### src/sv/lps_pkg.sv
// ----------------------------------------------------------------------------
// lps_pkg
// Shared constants and types for the line pixel stepper.
// ----------------------------------------------------------------------------
`default_nettype none

package lps_pkg;

  // Default coordinate width; the top level hands it down as a parameter.
  localparam int unsigned CoordBitsDef = 16;

  // Screen size registers.
  localparam int unsigned ScrBits = 15;
  localparam logic [ScrBits-1:0] ScreenWidthRst  = 15'd1920;
  localparam logic [ScrBits-1:0] ScreenHeightRst = 15'd1080;

  // Configuration register indexes.
  localparam int unsigned CfgIdxBits = 1;

  typedef enum logic [CfgIdxBits-1:0] {
    CFG_SCREEN_WIDTH  = 1'b0,
    CFG_SCREEN_HEIGHT = 1'b1
  } cfg_reg_e;

  // Item kinds on the request channel.
  typedef enum logic {
    KIND_SEGMENT = 1'b0,
    KIND_STEP    = 1'b1
  } item_kind_e;

endpackage

`default_nettype wire

### src/sv/lps_if.sv
// ----------------------------------------------------------------------------
// lps_req_if / lps_pix_if
// Valid/ready channels for request items and pixel items.
// ----------------------------------------------------------------------------
`default_nettype none

interface lps_req_if #(
  parameter int unsigned COORD_BITS = lps_pkg::CoordBitsDef
);
  logic                         valid;
  logic                         ready;
  logic                         kind;
  logic signed [COORD_BITS-1:0] start_x;
  logic signed [COORD_BITS-1:0] start_y;
  logic signed [COORD_BITS-1:0] end_x;
  logic signed [COORD_BITS-1:0] end_y;

  modport source (output valid, kind, start_x, start_y, end_x, end_y, input ready);
  modport sink   (input valid, kind, start_x, start_y, end_x, end_y, output ready);
endinterface

interface lps_pix_if #(
  parameter int unsigned COORD_BITS = lps_pkg::CoordBitsDef
);
  logic                         valid;
  logic                         ready;
  logic signed [COORD_BITS-1:0] pixel_x;
  logic signed [COORD_BITS-1:0] pixel_y;
  logic                         on_screen;
  logic                         last;

  modport source (output valid, pixel_x, pixel_y, on_screen, last, input ready);
  modport sink   (input valid, pixel_x, pixel_y, on_screen, last, output ready);
endinterface

`default_nettype wire

### src/sv/line_pixel_stepper.sv
// ----------------------------------------------------------------------------
// line_pixel_stepper
// Line rasterizer: segment items load endpoints, step items emit pixels.
// ----------------------------------------------------------------------------
// Path: a step item passes through the input register, then the result
// register, before its pixel is valid on the output channel.
// Throughput: one item per cycle unless the result register is full; the
// error step's add, compare and subtract sit between the two registers.
// Reset: asynchronous, active low; no segment is loaded, the screen is
// 1920 by 1080, and both channel registers are empty.
// ----------------------------------------------------------------------------
`default_nettype none

module line_pixel_stepper #(
  parameter int unsigned COORD_BITS = lps_pkg::CoordBitsDef
) (
  input  wire logic                         clk_i,
  input  wire logic                         rst_ni,
  lps_req_if.sink                           req_i,
  lps_pix_if.source                         pix_o,
  input  wire logic                         cfg_we_i,
  input  wire lps_pkg::cfg_reg_e            cfg_idx_i,
  input  wire logic [lps_pkg::ScrBits-1:0]  cfg_data_i
);
  import lps_pkg::*;

  // Screen size as written through the configuration port.
  logic [ScrBits-1:0] width, height;

  // Held request item.
  logic                         in_valid;
  logic                         in_kind;
  logic signed [COORD_BITS-1:0] in_sx, in_sy, in_ex, in_ey;

  // Result of the core, and flow control between the stages.
  logic                         out_free;
  logic                         fire;
  logic                         res_valid;
  logic signed [COORD_BITS-1:0] res_x, res_y;
  logic                         res_on, res_last;

  lps_cfg_regs u_cfg (
    .clk_i      (clk_i),
    .rst_ni     (rst_ni),
    .cfg_we_i   (cfg_we_i),
    .cfg_idx_i  (cfg_idx_i),
    .cfg_data_i (cfg_data_i),
    .width_o    (width),
    .height_o   (height)
  );

  // The input register accepts a new item whenever its current one moves on,
  // so the request channel never waits on the block being idle.
  lps_in_stage #(
    .COORD_BITS (COORD_BITS)
  ) u_in (
    .clk_i      (clk_i),
    .rst_ni     (rst_ni),
    .req_i      (req_i),
    .out_free_i (out_free),
    .valid_o    (in_valid),
    .kind_o     (in_kind),
    .start_x_o  (in_sx),
    .start_y_o  (in_sy),
    .end_x_o    (in_ex),
    .end_y_o    (in_ey)
  );

  // An item is consumed by the core exactly when the result register has
  // room, whether or not that item yields a pixel.
  assign fire = in_valid && out_free;

  // The core holds the line state, loads it on a segment item and does one Bresenham step per step item.
  lps_core #(
    .COORD_BITS (COORD_BITS)
  ) u_core (
    .clk_i       (clk_i),
    .rst_ni      (rst_ni),
    .fire_i      (fire),
    .kind_i      (in_kind),
    .start_x_i   (in_sx),
    .start_y_i   (in_sy),
    .end_x_i     (in_ex),
    .end_y_i     (in_ey),
    .width_i     (width),
    .height_i    (height),
    .res_valid_o (res_valid),
    .pixel_x_o   (res_x),
    .pixel_y_o   (res_y),
    .on_screen_o (res_on),
    .last_o      (res_last)
  );

  // The result register separates the output handshake from the core, so a
  // waiting pixel holds back new items only once the input register is full
  // as well.
  lps_out_stage #(
    .COORD_BITS (COORD_BITS)
  ) u_out (
    .clk_i       (clk_i),
    .rst_ni      (rst_ni),
    .res_valid_i (res_valid),
    .pixel_x_i   (res_x),
    .pixel_y_i   (res_y),
    .on_screen_i (res_on),
    .last_i      (res_last),
    .out_free_o  (out_free),
    .pix_o       (pix_o)
  );

endmodule

`default_nettype wire

### src/sv/lps_cfg_regs.sv
// ----------------------------------------------------------------------------
// lps_cfg_regs
// Screen width and height registers behind a plain write port.
// ----------------------------------------------------------------------------
`default_nettype none

module lps_cfg_regs (
  input  wire logic                           clk_i,
  input  wire logic                           rst_ni,
  input  wire logic                           cfg_we_i,
  input  wire lps_pkg::cfg_reg_e              cfg_idx_i,
  input  wire logic [lps_pkg::ScrBits-1:0]    cfg_data_i,
  output logic      [lps_pkg::ScrBits-1:0]    width_o,
  output logic      [lps_pkg::ScrBits-1:0]    height_o
);
  import lps_pkg::*;

  logic [ScrBits-1:0] width_q, width_d;
  logic [ScrBits-1:0] height_q, height_d;

  always_comb begin
    width_d  = width_q;
    height_d = height_q;
    if (cfg_we_i) begin
      unique case (cfg_idx_i)
        CFG_SCREEN_WIDTH:  width_d  = cfg_data_i;
        CFG_SCREEN_HEIGHT: height_d = cfg_data_i;
        default: begin
          width_d  = width_q;
          height_d = height_q;
        end
      endcase
    end
  end

  always_ff @(posedge clk_i or negedge rst_ni) begin
    if (!rst_ni) begin
      width_q  <= ScreenWidthRst;
      height_q <= ScreenHeightRst;
    end else begin
      width_q  <= width_d;
      height_q <= height_d;
    end
  end

  assign width_o  = width_q;
  assign height_o = height_q;

endmodule

`default_nettype wire

### src/sv/lps_in_stage.sv
// ----------------------------------------------------------------------------
// lps_in_stage
// Input register for request items; frees itself when the core consumes it.
// ----------------------------------------------------------------------------
`default_nettype none

module lps_in_stage #(
  parameter int unsigned COORD_BITS = lps_pkg::CoordBitsDef
) (
  input  wire logic                          clk_i,
  input  wire logic                          rst_ni,
  lps_req_if.sink                            req_i,
  input  wire logic                          out_free_i,
  output logic                               valid_o,
  output logic                               kind_o,
  output logic signed [COORD_BITS-1:0]       start_x_o,
  output logic signed [COORD_BITS-1:0]       start_y_o,
  output logic signed [COORD_BITS-1:0]       end_x_o,
  output logic signed [COORD_BITS-1:0]       end_y_o
);
  import lps_pkg::*;

  logic                         valid_q, valid_d;
  logic                         kind_q;
  logic signed [COORD_BITS-1:0] sx_q, sy_q, ex_q, ey_q;
  logic                         take;

  // The held item leaves whenever the result register can take its outcome.
  assign req_i.ready = !valid_q || out_free_i;
  assign take        = req_i.valid && req_i.ready;

  always_comb begin
    valid_d = valid_q;
    if (take) begin
      valid_d = 1'b1;
    end else if (out_free_i) begin
      valid_d = 1'b0;
    end
  end

  always_ff @(posedge clk_i or negedge rst_ni) begin
    if (!rst_ni) begin
      valid_q <= 1'b0;
    end else begin
      valid_q <= valid_d;
    end
  end

  always_ff @(posedge clk_i) begin
    if (take) begin
      kind_q <= req_i.kind;
      sx_q   <= req_i.start_x;
      sy_q   <= req_i.start_y;
      ex_q   <= req_i.end_x;
      ey_q   <= req_i.end_y;
    end
  end

  assign valid_o   = valid_q;
  assign kind_o    = kind_q;
  assign start_x_o = sx_q;
  assign start_y_o = sy_q;
  assign end_x_o   = ex_q;
  assign end_y_o   = ey_q;

endmodule

`default_nettype wire

### src/sv/lps_core.sv
// ----------------------------------------------------------------------------
// lps_core
// Line state and one Bresenham step: segment load or next pixel per item.
// ----------------------------------------------------------------------------
`default_nettype none

module lps_core #(
  parameter int unsigned COORD_BITS = lps_pkg::CoordBitsDef
) (
  input  wire logic                          clk_i,
  input  wire logic                          rst_ni,
  input  wire logic                          fire_i,
  input  wire logic                          kind_i,
  input  wire logic signed [COORD_BITS-1:0]  start_x_i,
  input  wire logic signed [COORD_BITS-1:0]  start_y_i,
  input  wire logic signed [COORD_BITS-1:0]  end_x_i,
  input  wire logic signed [COORD_BITS-1:0]  end_y_i,
  input  wire logic [lps_pkg::ScrBits-1:0]   width_i,
  input  wire logic [lps_pkg::ScrBits-1:0]   height_i,
  output logic                               res_valid_o,
  output logic signed [COORD_BITS-1:0]       pixel_x_o,
  output logic signed [COORD_BITS-1:0]       pixel_y_o,
  output logic                               on_screen_o,
  output logic                               last_o
);
  import lps_pkg::*;

  localparam int unsigned DiffBits = COORD_BITS + 1;
  localparam int unsigned ErrBits  = COORD_BITS + 3;
  localparam int unsigned CmpBits  = (COORD_BITS > ScrBits) ? COORD_BITS : ScrBits;

  // Line state.
  logic [COORD_BITS-1:0] cur_x_q, cur_x_d, cur_y_q, cur_y_d;
  logic [COORD_BITS-1:0] tgt_x_q, tgt_x_d, tgt_y_q, tgt_y_d;
  logic [COORD_BITS-1:0] major_q, major_d, minor_q, minor_d;
  logic signed [ErrBits-1:0] err_q, err_d;
  logic dir_x_neg_q, dir_x_neg_d, dir_y_neg_q, dir_y_neg_d;
  logic x_major_q, x_major_d, active_q, active_d;

  // Segment load.
  logic signed [DiffBits-1:0] dx, dy;
  logic [DiffBits-1:0]        adx_w, ady_w;
  logic [COORD_BITS-1:0]      ax, ay;
  logic                       ld_x_major;

  // Pixel step.
  logic signed [ErrBits-1:0] err_sum, twice_minor, twice_major, major_ext;
  logic                      step_minor;
  logic [COORD_BITS-1:0]     x_mv, y_mv, nx, ny;
  logic                      fin;
  logic                      x_ok, y_ok;

  assign dx    = DiffBits'(end_x_i) - DiffBits'(start_x_i);
  assign dy    = DiffBits'(end_y_i) - DiffBits'(start_y_i);
  assign adx_w = dx[DiffBits-1] ? DiffBits'(-dx) : DiffBits'(dx);
  assign ady_w = dy[DiffBits-1] ? DiffBits'(-dy) : DiffBits'(dy);
  // Extents never exceed 2^COORD_BITS - 1.
  assign ax    = adx_w[COORD_BITS-1:0];
  assign ay    = ady_w[COORD_BITS-1:0];
  assign ld_x_major = ax > ay;

  // Scaled error: gain twice the minor extent, and step the minor axis once
  // the sum reaches the major extent.
  assign twice_minor = ErrBits'({minor_q, 1'b0});
  assign twice_major = ErrBits'({major_q, 1'b0});
  assign major_ext   = ErrBits'(major_q);
  assign err_sum     = err_q + twice_minor;
  assign step_minor  = err_sum >= major_ext;

  assign x_mv = dir_x_neg_q ? cur_x_q - 1'b1 : cur_x_q + 1'b1;
  assign y_mv = dir_y_neg_q ? cur_y_q - 1'b1 : cur_y_q + 1'b1;
  assign nx   = (x_major_q || step_minor) ? x_mv : cur_x_q;
  assign ny   = (!x_major_q || step_minor) ? y_mv : cur_y_q;
  assign fin  = x_major_q ? (nx == tgt_x_q) : (ny == tgt_y_q);

  // Clip test on the pixel being produced.
  assign x_ok = !cur_x_q[COORD_BITS-1] && (CmpBits'(cur_x_q) < CmpBits'(width_i));
  assign y_ok = !cur_y_q[COORD_BITS-1] && (CmpBits'(cur_y_q) < CmpBits'(height_i));

  always_comb begin
    cur_x_d     = cur_x_q;
    cur_y_d     = cur_y_q;
    tgt_x_d     = tgt_x_q;
    tgt_y_d     = tgt_y_q;
    major_d     = major_q;
    minor_d     = minor_q;
    err_d       = err_q;
    dir_x_neg_d = dir_x_neg_q;
    dir_y_neg_d = dir_y_neg_q;
    x_major_d   = x_major_q;
    active_d    = active_q;
    if (fire_i) begin
      if (kind_i == KIND_SEGMENT) begin
        cur_x_d     = start_x_i;
        cur_y_d     = start_y_i;
        tgt_x_d     = end_x_i;
        tgt_y_d     = end_y_i;
        dir_x_neg_d = dx[DiffBits-1];
        dir_y_neg_d = dy[DiffBits-1];
        x_major_d   = ld_x_major;
        major_d     = ld_x_major ? ax : ay;
        minor_d     = ld_x_major ? ay : ax;
        err_d       = '0;
        active_d    = (ld_x_major ? ax : ay) != '0;
      end else if (active_q) begin
        cur_x_d  = nx;
        cur_y_d  = ny;
        err_d    = step_minor ? err_sum - twice_major : err_sum;
        active_d = !fin;
      end
    end
  end

  always_ff @(posedge clk_i or negedge rst_ni) begin
    if (!rst_ni) begin
      cur_x_q     <= '0;
      cur_y_q     <= '0;
      tgt_x_q     <= '0;
      tgt_y_q     <= '0;
      major_q     <= '0;
      minor_q     <= '0;
      err_q       <= '0;
      dir_x_neg_q <= 1'b0;
      dir_y_neg_q <= 1'b0;
      x_major_q   <= 1'b0;
      active_q    <= 1'b0;
    end else begin
      cur_x_q     <= cur_x_d;
      cur_y_q     <= cur_y_d;
      tgt_x_q     <= tgt_x_d;
      tgt_y_q     <= tgt_y_d;
      major_q     <= major_d;
      minor_q     <= minor_d;
      err_q       <= err_d;
      dir_x_neg_q <= dir_x_neg_d;
      dir_y_neg_q <= dir_y_neg_d;
      x_major_q   <= x_major_d;
      active_q    <= active_d;
    end
  end

  assign res_valid_o = fire_i && (kind_i == KIND_STEP) && active_q;
  assign pixel_x_o   = cur_x_q;
  assign pixel_y_o   = cur_y_q;
  assign on_screen_o = x_ok && y_ok;
  assign last_o      = fin;

endmodule

`default_nettype wire

### src/sv/lps_out_stage.sv
// ----------------------------------------------------------------------------
// lps_out_stage
// Result register for pixel items on the output channel.
// ----------------------------------------------------------------------------
`default_nettype none

module lps_out_stage #(
  parameter int unsigned COORD_BITS = lps_pkg::CoordBitsDef
) (
  input  wire logic                          clk_i,
  input  wire logic                          rst_ni,
  input  wire logic                          res_valid_i,
  input  wire logic signed [COORD_BITS-1:0]  pixel_x_i,
  input  wire logic signed [COORD_BITS-1:0]  pixel_y_i,
  input  wire logic                          on_screen_i,
  input  wire logic                          last_i,
  output logic                               out_free_o,
  lps_pix_if.source                          pix_o
);
  import lps_pkg::*;

  logic                         valid_q, valid_d;
  logic signed [COORD_BITS-1:0] px_q, py_q;
  logic                         on_q, last_q;

  // The register can take a new result when empty or being drained.
  assign out_free_o = !valid_q || pix_o.ready;

  always_comb begin
    valid_d = valid_q;
    if (res_valid_i) begin
      valid_d = 1'b1;
    end else if (pix_o.ready) begin
      valid_d = 1'b0;
    end
  end

  always_ff @(posedge clk_i or negedge rst_ni) begin
    if (!rst_ni) begin
      valid_q <= 1'b0;
    end else begin
      valid_q <= valid_d;
    end
  end

  always_ff @(posedge clk_i) begin
    if (res_valid_i) begin
      px_q   <= pixel_x_i;
      py_q   <= pixel_y_i;
      on_q   <= on_screen_i;
      last_q <= last_i;
    end
  end

  assign pix_o.valid     = valid_q;
  assign pix_o.pixel_x   = px_q;
  assign pix_o.pixel_y   = py_q;
  assign pix_o.on_screen = on_q;
  assign pix_o.last      = last_q;

endmodule

`default_nettype wire
### src/flat_wrapper.sv
// flat-port wrapper written by rule: the top's interface ports become plain ports
module line_pixel_stepper_flat import lps_pkg::*;
#(
  parameter int unsigned COORD_BITS = lps_pkg::CoordBitsDef
)
  (clk_i, rst_ni, cfg_we_i, cfg_idx_i, cfg_data_i, req_i_valid, req_i_kind, req_i_start_x, req_i_start_y, req_i_end_x, req_i_end_y, req_i_ready, pix_o_valid, pix_o_pixel_x, pix_o_pixel_y, pix_o_on_screen, pix_o_last, pix_o_ready);
  lps_req_if #(.COORD_BITS(COORD_BITS)) req_i_i ();
  lps_pix_if #(.COORD_BITS(COORD_BITS)) pix_o_i ();
  input  wire logic clk_i;
  input  wire logic rst_ni;
  input  wire logic cfg_we_i;
  input  wire lps_pkg::cfg_reg_e cfg_idx_i;
  input  wire logic [lps_pkg::ScrBits-1:0] cfg_data_i;
  input wire logic [$bits(req_i_i.valid)-1:0] req_i_valid;
  input wire logic [$bits(req_i_i.kind)-1:0] req_i_kind;
  input wire logic [$bits(req_i_i.start_x)-1:0] req_i_start_x;
  input wire logic [$bits(req_i_i.start_y)-1:0] req_i_start_y;
  input wire logic [$bits(req_i_i.end_x)-1:0] req_i_end_x;
  input wire logic [$bits(req_i_i.end_y)-1:0] req_i_end_y;
  output wire logic [$bits(req_i_i.ready)-1:0] req_i_ready;
  output wire logic [$bits(pix_o_i.valid)-1:0] pix_o_valid;
  output wire logic [$bits(pix_o_i.pixel_x)-1:0] pix_o_pixel_x;
  output wire logic [$bits(pix_o_i.pixel_y)-1:0] pix_o_pixel_y;
  output wire logic [$bits(pix_o_i.on_screen)-1:0] pix_o_on_screen;
  output wire logic [$bits(pix_o_i.last)-1:0] pix_o_last;
  input wire logic [$bits(pix_o_i.ready)-1:0] pix_o_ready;
  assign req_i_i.valid = req_i_valid;
  assign req_i_i.kind = req_i_kind;
  assign req_i_i.start_x = req_i_start_x;
  assign req_i_i.start_y = req_i_start_y;
  assign req_i_i.end_x = req_i_end_x;
  assign req_i_i.end_y = req_i_end_y;
  assign req_i_ready = req_i_i.ready;
  assign pix_o_valid = pix_o_i.valid;
  assign pix_o_pixel_x = pix_o_i.pixel_x;
  assign pix_o_pixel_y = pix_o_i.pixel_y;
  assign pix_o_on_screen = pix_o_i.on_screen;
  assign pix_o_last = pix_o_i.last;
  assign pix_o_i.ready = pix_o_ready;
  line_pixel_stepper #(.COORD_BITS(COORD_BITS)) u_core (.clk_i(clk_i), .rst_ni(rst_ni), .req_i(req_i_i), .pix_o(pix_o_i), .cfg_we_i(cfg_we_i), .cfg_idx_i(cfg_idx_i), .cfg_data_i(cfg_data_i));
endmodule
### config.mk
export PLATFORM = sky130hd
export DESIGN_NAME = line_pixel_stepper_flat
export DESIGN_NICKNAME = d
export VERILOG_FILES = /design/src/sv/lps_pkg.sv /design/src/sv/lps_if.sv /design/src/sv/line_pixel_stepper.sv /design/src/sv/lps_cfg_regs.sv /design/src/sv/lps_in_stage.sv /design/src/sv/lps_core.sv /design/src/sv/lps_out_stage.sv /design/src/flat_wrapper.sv
export SDC_FILE = /design/constraint.sdc
export NUM_CORES = 1
export LEC_CHECK = 0
export ABC_CLOCK_PERIOD_IN_PS = 8260
export BUFFER_PORTS_ARGS = -buffer_cell sky130_fd_sc_hd__clkbuf_2
export CAP_MARGIN = 0
export CORE_ASPECT_RATIO = 1.25
export CORE_MARGIN = 5
export CORE_UTILIZATION = 50
export CTS_CLUSTER_SIZE = 28
export DETAILED_ROUTE_END_ITERATION = 7
export PLACE_DENSITY = 0.72
export SYNTH_ARGS = -nofsm -noshare
export SYNTH_HDL_FRONTEND = slang
export SYNTH_SLANG_ARGS = --single-unit
### constraint.sdc
create_clock -name clk_i -period 8.26 [get_ports clk_i]
set_input_delay 2.065 -clock clk_i [delete_from_list [all_inputs] [get_ports clk_i]]
set_output_delay 2.065 -clock clk_i [all_outputs]
set_load 0.01 [all_outputs]
# Word level (Yosys, flattened, before mapping)

Index checks and enable logic that the tools add are counted.

Bits in registers: 250
Bits of input ports: 86
Output and inout port bits: 36

$add $sub $neg: 10
Magnitude comparators: 4
Equality and inequality tests: 3
Muxes and demuxes: 22
Bitwise logic cells: 2
Reductions and logical operators: 24

Operators by type and width:

| kind                    | number |
|---|---|
| $mux W16                | 12 |
| $mux W19                | 3 |
| $sub A16 B16 Y17        | 2 |
| $add A16 B1 Y16 const B | 2 |
| $eq A16 B16 Y1          | 2 |
| $lt A16 B15 Y1          | 2 |
| $neg A16 Y16            | 2 |
| $sub A16 B1 Y16 const B | 2 |
| $add A19 B18 Y19        | 1 |
| $ge A19 B17 Y1          | 1 |
| $sub A19 B18 Y19        | 1 |
| $gt A16 B16 Y1          | 1 |
| $reduce_bool A16 Y1     | 1 |
| $reduce_and A2 Y1       | 4 |
| $logic_and A1 B1 Y1     | 7 |
| $mux W1                 | 7 |
| $logic_not A1 Y1        | 6 |
| $logic_or A1 B1 Y1      | 4 |
| $reduce_bool A2 Y1      | 2 |
| $ne A2 B2 Y1 const B    | 1 |
| $not A1 Y1              | 2 |

# Longest topological paths before layout

Gate-level depths: netlist of the first run.

Depth after elaboration: 9
Gate-level depth with buffers: 28
Gate-level depth less buffers: 26

# Modules after synthesis

Synthesis of the first run repeated with hierarchy kept, for this count alone.

Cell total of the unflattened synthesis: 1869
Area total of the unflattened synthesis: 17498.0 um^2

Modules (own cells, without submodules):

| module             | times used | cells each | area an instance (um^2) | sequential area each (um^2) |
|---|---|---|---|---|
| lps_core           | 1          | 1697       | 13232.7                 | 2952.8 |
| lps_in_stage       | 1          | 69         | 2005.7                  | 1976.9 |
| lps_cfg_regs       | 1          | 65         | 1184.9                  | 760.7 |
| lps_out_stage      | 1          | 37         | 1068.5                  | 1046.0 |
| line_pixel_stepper | 1          | 1          | 6.3                     | 0.0 |

# Least setup slack after synthesis of the first run

Ideal clock, no wire load.

Path kind: flip-flop to flip-flop
Start point: reg u_core.u_in.sy_q[0] (netlist: u_core.u_in.start_y_o[0])
End point: reg u_core.u_core.active_q
Setup time: 0.131 ns
Data arrival time: 5.043 ns
Data required time: 8.129 ns
Slack: 3.086 ns
Stages on the path, launching flop included: 27
Buffers on the path: 2
Clock period less this slack: 5.174 ns
Path through: edfxtp_1 > ha_1 > fa_1 > nand2b_1 > a21oi_1 > xnor2_1 > nand3b_1 > or4_1 > nand2b_4 > or3b_4 > o31a_1 > a21oi_1 > xnor2_1 > ha_1 > o211ai_1 > a21oi_1 > a211oi_1 > a22o_1 > clkbuf_1 > buf_6 > nand2_1 > o21ai_0 > nand4_1 > nor3_1 > nand4b_1 > o21ai_1 > o211ai_1

Cells in the longest elaborated chain, start to end: 7

Ends and longest elaborated chain:

| item                    | RTL line           | RTL |
|---|---|---|
| start, declared         | lps_in_stage.sv:25 | `logic signed [COORD_BITS-1:0] sx_q, sy_q, ex_q, ey_q;` |
| start signal, assigned  | lps_in_stage.sv:53 | `sy_q <= req_i.start_y;` |
| $sub A16 B16 Y17 (*)    | lps_core.sv:54     | `assign dy = DiffBits'(end_y_i) - DiffBits'(start_y_i);` |
| $neg A16 Y16            | lps_core.sv:56     | `assign ady_w = dy[DiffBits-1] ? DiffBits'(-dy) : DiffBits'(dy);` |
| $mux W16 (*)            | lps_core.sv:56     |  |
| $gt A16 B16 Y1          | lps_core.sv:60     | `assign ld_x_major = ax > ay;` |
| $mux W16 (*)            | lps_core.sv:104    | `active_d = (ld_x_major ? ax : ay) != '0;` |
| $reduce_bool A16 Y1 (*) | lps_core.sv:104    |  |
| $mux W1 (*)             | lps_core.sv:93     | `if (kind_i == KIND_SEGMENT) begin` |
| end signal, assigned    | lps_core.sv:138    | `active_q <= active_d;` |
| end, declared           | lps_core.sv:38     | `logic x_major_q, x_major_d, active_q, active_d;` |

Every way passes the cells marked *; elsewhere a longest branch is shown, timed or not.
A chain may end at the register's enable or synchronous reset.

# Worst setup path in the final report of the first run

Same ends and word-level chain as after synthesis.

==> results of run 1 <==
[power by group through the flow]
stage	clock [mW]	combinational (mW)	sequential (mW)
finish	1.24	4.36	2.00
floorplan	0	3.35	1.84
global placement	0	4.17	2.00
detailed placement	0	4.28	2.01
global route	1.31	4.88	2.03
CTS	1.26	4.32	1.99
[worst reg2reg max path, delay by kind of cell, from the launching register on]
family / cells / cell delay, ps
AO/OA/AOI/OAI: 8 / 1860
flip-flops: 1 / 390
XOR/XNOR: 2 / 670
AND/OR/NAND/NOR: 8 / 2000
multiplexers: 1 / 340
adder cells (fa/ha/maj): 3 / 950
[layout make-up]
| class | count | area [µm²] |
|---|---|---|
| clock buffer | 33 | 718.2 |
| clock inverter | 17 | 186.4 |
| fill | 3016 | 14320 |
| inverter | 125 | 469.2 |
| multi-input combinational | 1350 | 9129 |
| sequential | 249 | 6736 |
| tap | 418 | 523.0 |
| timing repair buffer | 132 | 694.4 |
[through the flow]
step	hold WS, ps	utilization, %	total power, mW
2_1_floorplan	445.3	-	5.193
3_3_place_gp	463.5	53.55	6.172
3_5_place_dp	468.2	53.55	6.291
4_1_cts	484.9	56.31	7.572
5_1_grt	499.6	56.31	8.220
6_report	478.7	56.31	7.603
[cell usage after synthesis (5+ instances only)]
master,instances,share of area [%]
nand2_1,201,4.5
o21ai_0,159,4.8
ha_1,153,12
a21oi_1,144,4.3
dfrtp_1,142,21
inv_1,124,2.8
nor2_1,109,2.5
edfxtp_1,99,18
xnor2_1,79,4.2
clkbuf_1,52,1.2
xor2_1,47,2.5
o22ai_1,46,1.7
nand3_1,41,1.2
a21o_1,26,1.2
nor3_1,26,0.78
nand2b_1,25,0.94
o211ai_1,25,1.1
nor2b_1,21,0.79
o21a_1,20,0.90
a211oi_1,18,0.81
mux2_2,17,1.2
mux2i_1,17,1.0
or3_1,14,0.53
nand4_1,13,0.49
a31oi_1,11,0.41
o31ai_1,11,0.50
dfstp_2,8,1.3
and2_1,7,0.26
o21bai_1,7,0.32
fa_1,6,0.72
o21ai_1,6,0.18
o31a_1,6,0.32
o41ai_1,6,0.32
a211o_1,5,0.26
a21boi_0,5,0.23
[routing by layer]
layer / GRT usage (%) / part of all wire (%)
met5: 0 / 0
met4: 10.16 / 4.1
met3: 2.962 / 5.6
met2: 42.92 / 49
met1: 30.73 / 42
[worst paths after layout]
kind / end / slack [ps]
min in group asynchronous: u_core.u_cfg.height_o[2]$_DFFE_PN0P_ / 1460
worst min register to register: u_core.u_core.minor_q[10]$_DFFE_PN0P_ / 480
max in group asynchronous: u_core.u_core.major_q[9]$_DFFE_PN0P_ / 5630
worst max register to register: u_core.u_core.active_q$_DFFE_PN0P_ / 1920
worst min-delay path: u_core.u_core.minor_q[10]$_DFFE_PN0P_ / 480
worst max-delay path: u_core.u_core.active_q$_DFFE_PN0P_ / 1920
[cells by family after synthesis]
| family | count (synthesis) |
|---|---|
| simple gates | 492 |
| buf+inv | 189 |
| flops | 249 |
| xor+xnor | 126 |
| fa+ha+maj | 159 |
| compound gates | 539 |
| mux | 34 |
==> reports/results.tsv, run 1 <==
metric	value	unit
p_leak	8.214	nW
viasPerCell	5.943	
critPathTopFamily	simple AND/OR/NAND/NOR gates	
syn2layout_area_growth	11.13	%
finalInstanceArea	18460	µm²
clock_latency	560	ps
end_kind	register	
numCtsBuffers	27	
critPathKind	register to register	
die_w	173.0	µm
worstMarginPinSlew	1015	ps
synth_ff_type	dfrtp_1	
io_pins	122	
post-place-ws	1966	ps
synthSimpleGateAreaFrac	13.70	%
gp_congestion	0.9351	
worstHoldPathType	register to register	
vias	13812	
synth_top_family_by_area	compound AO/OA/AOI/OAI gates	
grt_overflow	0	
status	completed	
p_per_area	411.9	nW/µm²
io_buffers	121	
yosysSeqAreaShare	40.56	%
p_switching	3.511	mW
skew	23.56	ps
cp_slowest_cell	a22o_2	
synth-adder-area-share	12.25	%
cp.buffers_inverters	0	
cts_resized	0	
top_register	u_core.u_core.err_q	
clkPwrFrac	16.3	%
rr_startpoint	u_core.u_in.start_y_o[0]$_DFFE_PP_	
dieArea	36980	µm²
synth-edff-count	99	
path_depth	22	
avgSynthCellArea	9.289	µm²
crit_fanout	61	
start_util	50.67	%
muxShareOfSynthArea	2.177	%
switching_share	46.17	%
grt_pass1_wl	73440	µm
wl	45500	µm
cts_tree	yes	
syn_inst	1788	
finalWorstPathRequiredPeriod	6338	ps
crit_arrival	6760	ps
clk_path_buf_depth	3	
tns	0	ps
min-delay-start	u_core.u_core.minor_q[10]$_DFFE_PN0P_	
ir_drop	0.2113	mV
finalMaxSlewViolations	0	
postPlaceCellArea	17550	µm²
dp_cells	2274	
largest_reg_flops	18	
p_int	4.093	mW
die_h	213.8	µm
setup_viol	0	
cts_sinks	249	
start_kind	register	
hold_viol	0	
grt_pass1_vias	13944	
ys_warn_count	0	
synth_xor_xnor_area_share	6.645	%
crit_chain	ha_1, fa_1, xor2_1, nand3_1, nand3b_1, or4_1, nand2b_4, or3b_4, o31ai_1, a21oi_1, xnor2_1, ha_1, o211ai_1, a21oi_1, a211oi_1, a22o_2, mux2i_1, nand4_1, nor3_1, nand4b_1, o21ai_1, o211ai_1	
nets	2130	
antenna_found_initial	0	
layout_common_cells	201 x nand2_1, 159 x o21ai_0, 153 x ha_1, 144 x a21oi_1, 142 x dfrtp_1	
grt_max_degree	66	
async_reset_ff_share	60.24	%
max_freq	0.1578	GHz
root_buffer	clkbuf_16	
sequentialPowerShare	26.3	%
synth_compound_area_share	20.08	%
syn_area	16610	µm²
drt_pass1_iterations	6	
max-cap-violations	0	
startpoint	u_core.u_in.start_y_o[0]$_DFFE_PP_	
postCtsSetupBuffers	0	
initialDrtViolationCount	927	
clk_pin_slew	60	ps
cp.required	8680	ps
htree_levels	1	
track_usage	24.37	%
post-dp-hpwl	33980	µm
ys_ff_latch	249	
fin_cells	2324	
num_rows	74	
synthesis.nets	2033	
num_antenna_cells	0	
hold_buffers	0	
layout_setup_ws	1922	ps
p_comb_share	57.4	%
ant_nets	0	
finalCritPeriodShare	76.73	%
core	32780	µm²
rr_worst_depth	22	
drc	0	
slowest_delay	870	ps
final_common_cell	nand2_1	
rsz0062_at_grt	no	
wl_per_cell	19.58	µm
synthDistinctLibCells	89	
whs_path_depth	2	
slew_headroom	32.32	%
drive_gt1_share	12.01	%
No activity file was read; power rests on OpenSTA's default activity.
==> inputs of run 2 (changes only) <==
- ABC_CLOCK_PERIOD_IN_PS: 8260 -> 5300
- PLACE_DENSITY: 0.72 -> 0.75
- clock period: 8.26 -> 5.3 ns (I/O delays scaled with it)
==> reports/results.tsv, run 2 (synthesis gave the netlist of run 1 again) <==
metric	value	unit
p_per_area	640.1	nW/µm²
utilization	58.96	%
finalCritPeriodShare	99.20	%
cts_tree	yes	
num_rows	74	
grt_overflow	0	
syn2layout_area_growth	16.35	%
dr_wl_met2	22850	µm
max_freq	0.1902	GHz
wl	46480	µm
crit_arrival	5710	ps
cp.required	5750	ps
total_power	12.37	mW
skew	29.34	ps
io_pins	122	
wl_per_cell	19.31	µm
antenna_found_initial	0	
viasPerCell	5.930	
start_kind	register	
drt_pass1_iterations	5	
slew_headroom	30.12	%
die_w	173.0	µm
post-dp-hpwl	34450	µm
max-cap-violations	0	
track_usage	24.43	%
post-place-ws	-175.4	ps
drive_gt1_share	17.45	%
clk_path_buf_depth	3	
dp_cells	2338	
path_depth	24	
cp.buffers_inverters	0	
final_common_cell	nand2_1	
drc	0	
finalWorstPathRequiredPeriod	5257	ps
cp_slowest_cell	or4_4	
p_leak	8.654	nW
nets	2214	
top_register	u_core.u_core.err_q	
slowest_delay	510	ps
grt_max_degree	77	
rsz0062_at_grt	yes	
grt_pass1_wl	73690	µm
clock_latency	570	ps
io_buffers	121	
wl_met1	18860	µm
fill_cells	2821	
fin_hold_ws	487.1	ps
dieArea	36980	µm²
clk_pin_slew	70	ps
status	completed	
layout_common_cells	201 x nand2_1, 152 x o21ai_0, 149 x ha_1, 142 x dfrtp_1, 138 x a21oi_1	
postPlaceCellArea	18060	µm²
cts_sinks	249	
top_layer	met4	
end_kind	register	
setup_viol	0	
num_antenna_cells	0	
grt_pass1_vias	14358	
ant_nets	0	
tns	0	ps
hold_viol	0	
root_buffer	clkbuf_16	
htree_levels	1	
gp_congestion	0.9525	
start_util	50.67	%
critPathTopFamily	simple AND/OR/NAND/NOR gates	
initialDrtViolationCount	881	
worstHoldPathType	register to register	
fin_cells	2407	
finalInstanceArea	19320	µm²
met3RoutedLength	2456	µm
vias	14273	
finalMaxSlewViolations	0	
crit_chain	ha_2, fa_2, nand2b_4, a21oi_4, nor2_4, xnor2_2, or4_4, nand2b_4, or3b_4, o31a_1, a21oi_2, xnor2_2, ha_4, o211ai_1, a21oi_1, a211oi_2, a22o_4, nand4_1, o41ai_2, nand4_1, nor3_2, nand4b_1, o21ai_1, o211ai_1	
ir_drop	0.3933	mV
whs_path_depth	2	
worstMarginPinSlew	1046	ps
rr_worst_depth	24	
die_h	213.8	µm
crit_fanout	8	
core	32780	µm²
critPathKind	register to register	
numCtsBuffers	27	
layout_setup_ws	42.58	ps
largest_reg_flops	18	
-- run 2: final timing paths --
| path | start | endpoint | slack, ps |
|---|---|---|---|
| worst max-delay path | u_core.u_in.start_y_o[0]$_DFFE_PP_ | u_core.u_core.active_q$_DFFE_PN0P_ | 40 |
| worst min-delay path | u_core.u_core.major_q[13]$_DFFE_PN0P_ | u_core.u_core.major_q[13]$_DFFE_PN0P_ | 490 |
| min in group asynchronous | rst_ni | u_core.u_cfg.height_o[7]$_DFFE_PN0P_ | 800 |
| max in group asynchronous | rst_ni | u_core.u_core.major_q[3]$_DFFE_PN0P_ | 3570 |
| worst max register to register | u_core.u_in.start_y_o[0]$_DFFE_PP_ | u_core.u_core.active_q$_DFFE_PN0P_ | 40 |
| worst min register to register | u_core.u_core.major_q[13]$_DFFE_PN0P_ | u_core.u_core.major_q[13]$_DFFE_PN0P_ | 490 |
-- run 2: tightest hold or removal path, cell delays in order (launching register included) --
cell	delay [ps]
dfrtp_1	340
nand2_1	50
o21ai_0	60
-- run 2: layer usage --
layer | track usage, % | vias to the layer above
li1 | - | 6793
met1 | 29.77 | 6876
met5 | 0 | -
met4 | 12.06 | 0
met2 | 43.53 | 473
met3 | 2.698 | 131
-- run 2: where the power goes --
part           leakage [nW]  internal [mW]  switching, mW
combinational          5.49           3.19           4.23
sequential             2.76           2.52          0.583
clock                 0.409           1.04          0.809
-- run 2: cell type report --
class	count	area [µm²]	area share [%]
multi-input cells	1351	9402	48.65
well taps	418	523.0	2.707
clock inverters	10	100.1	0.5180
flip-flops and latches	249	6736	34.86
inverters	125	469.2	2.428
clock buffers	39	750.7	3.885
repair buffers	215	1343	6.948
-- run 2: what timing repair did --
| action | in CTS | in global routing |
|---|---|---|
| pin swaps | 8 | 23 |
| gates cloned | 1 | 0 |
| resized for setup | 10 | 47 |
| hold buffers | 0 | 0 |
| buffers inserted | 6 | 13 |
| endpoints found under the setup margin | 1 | 28 |
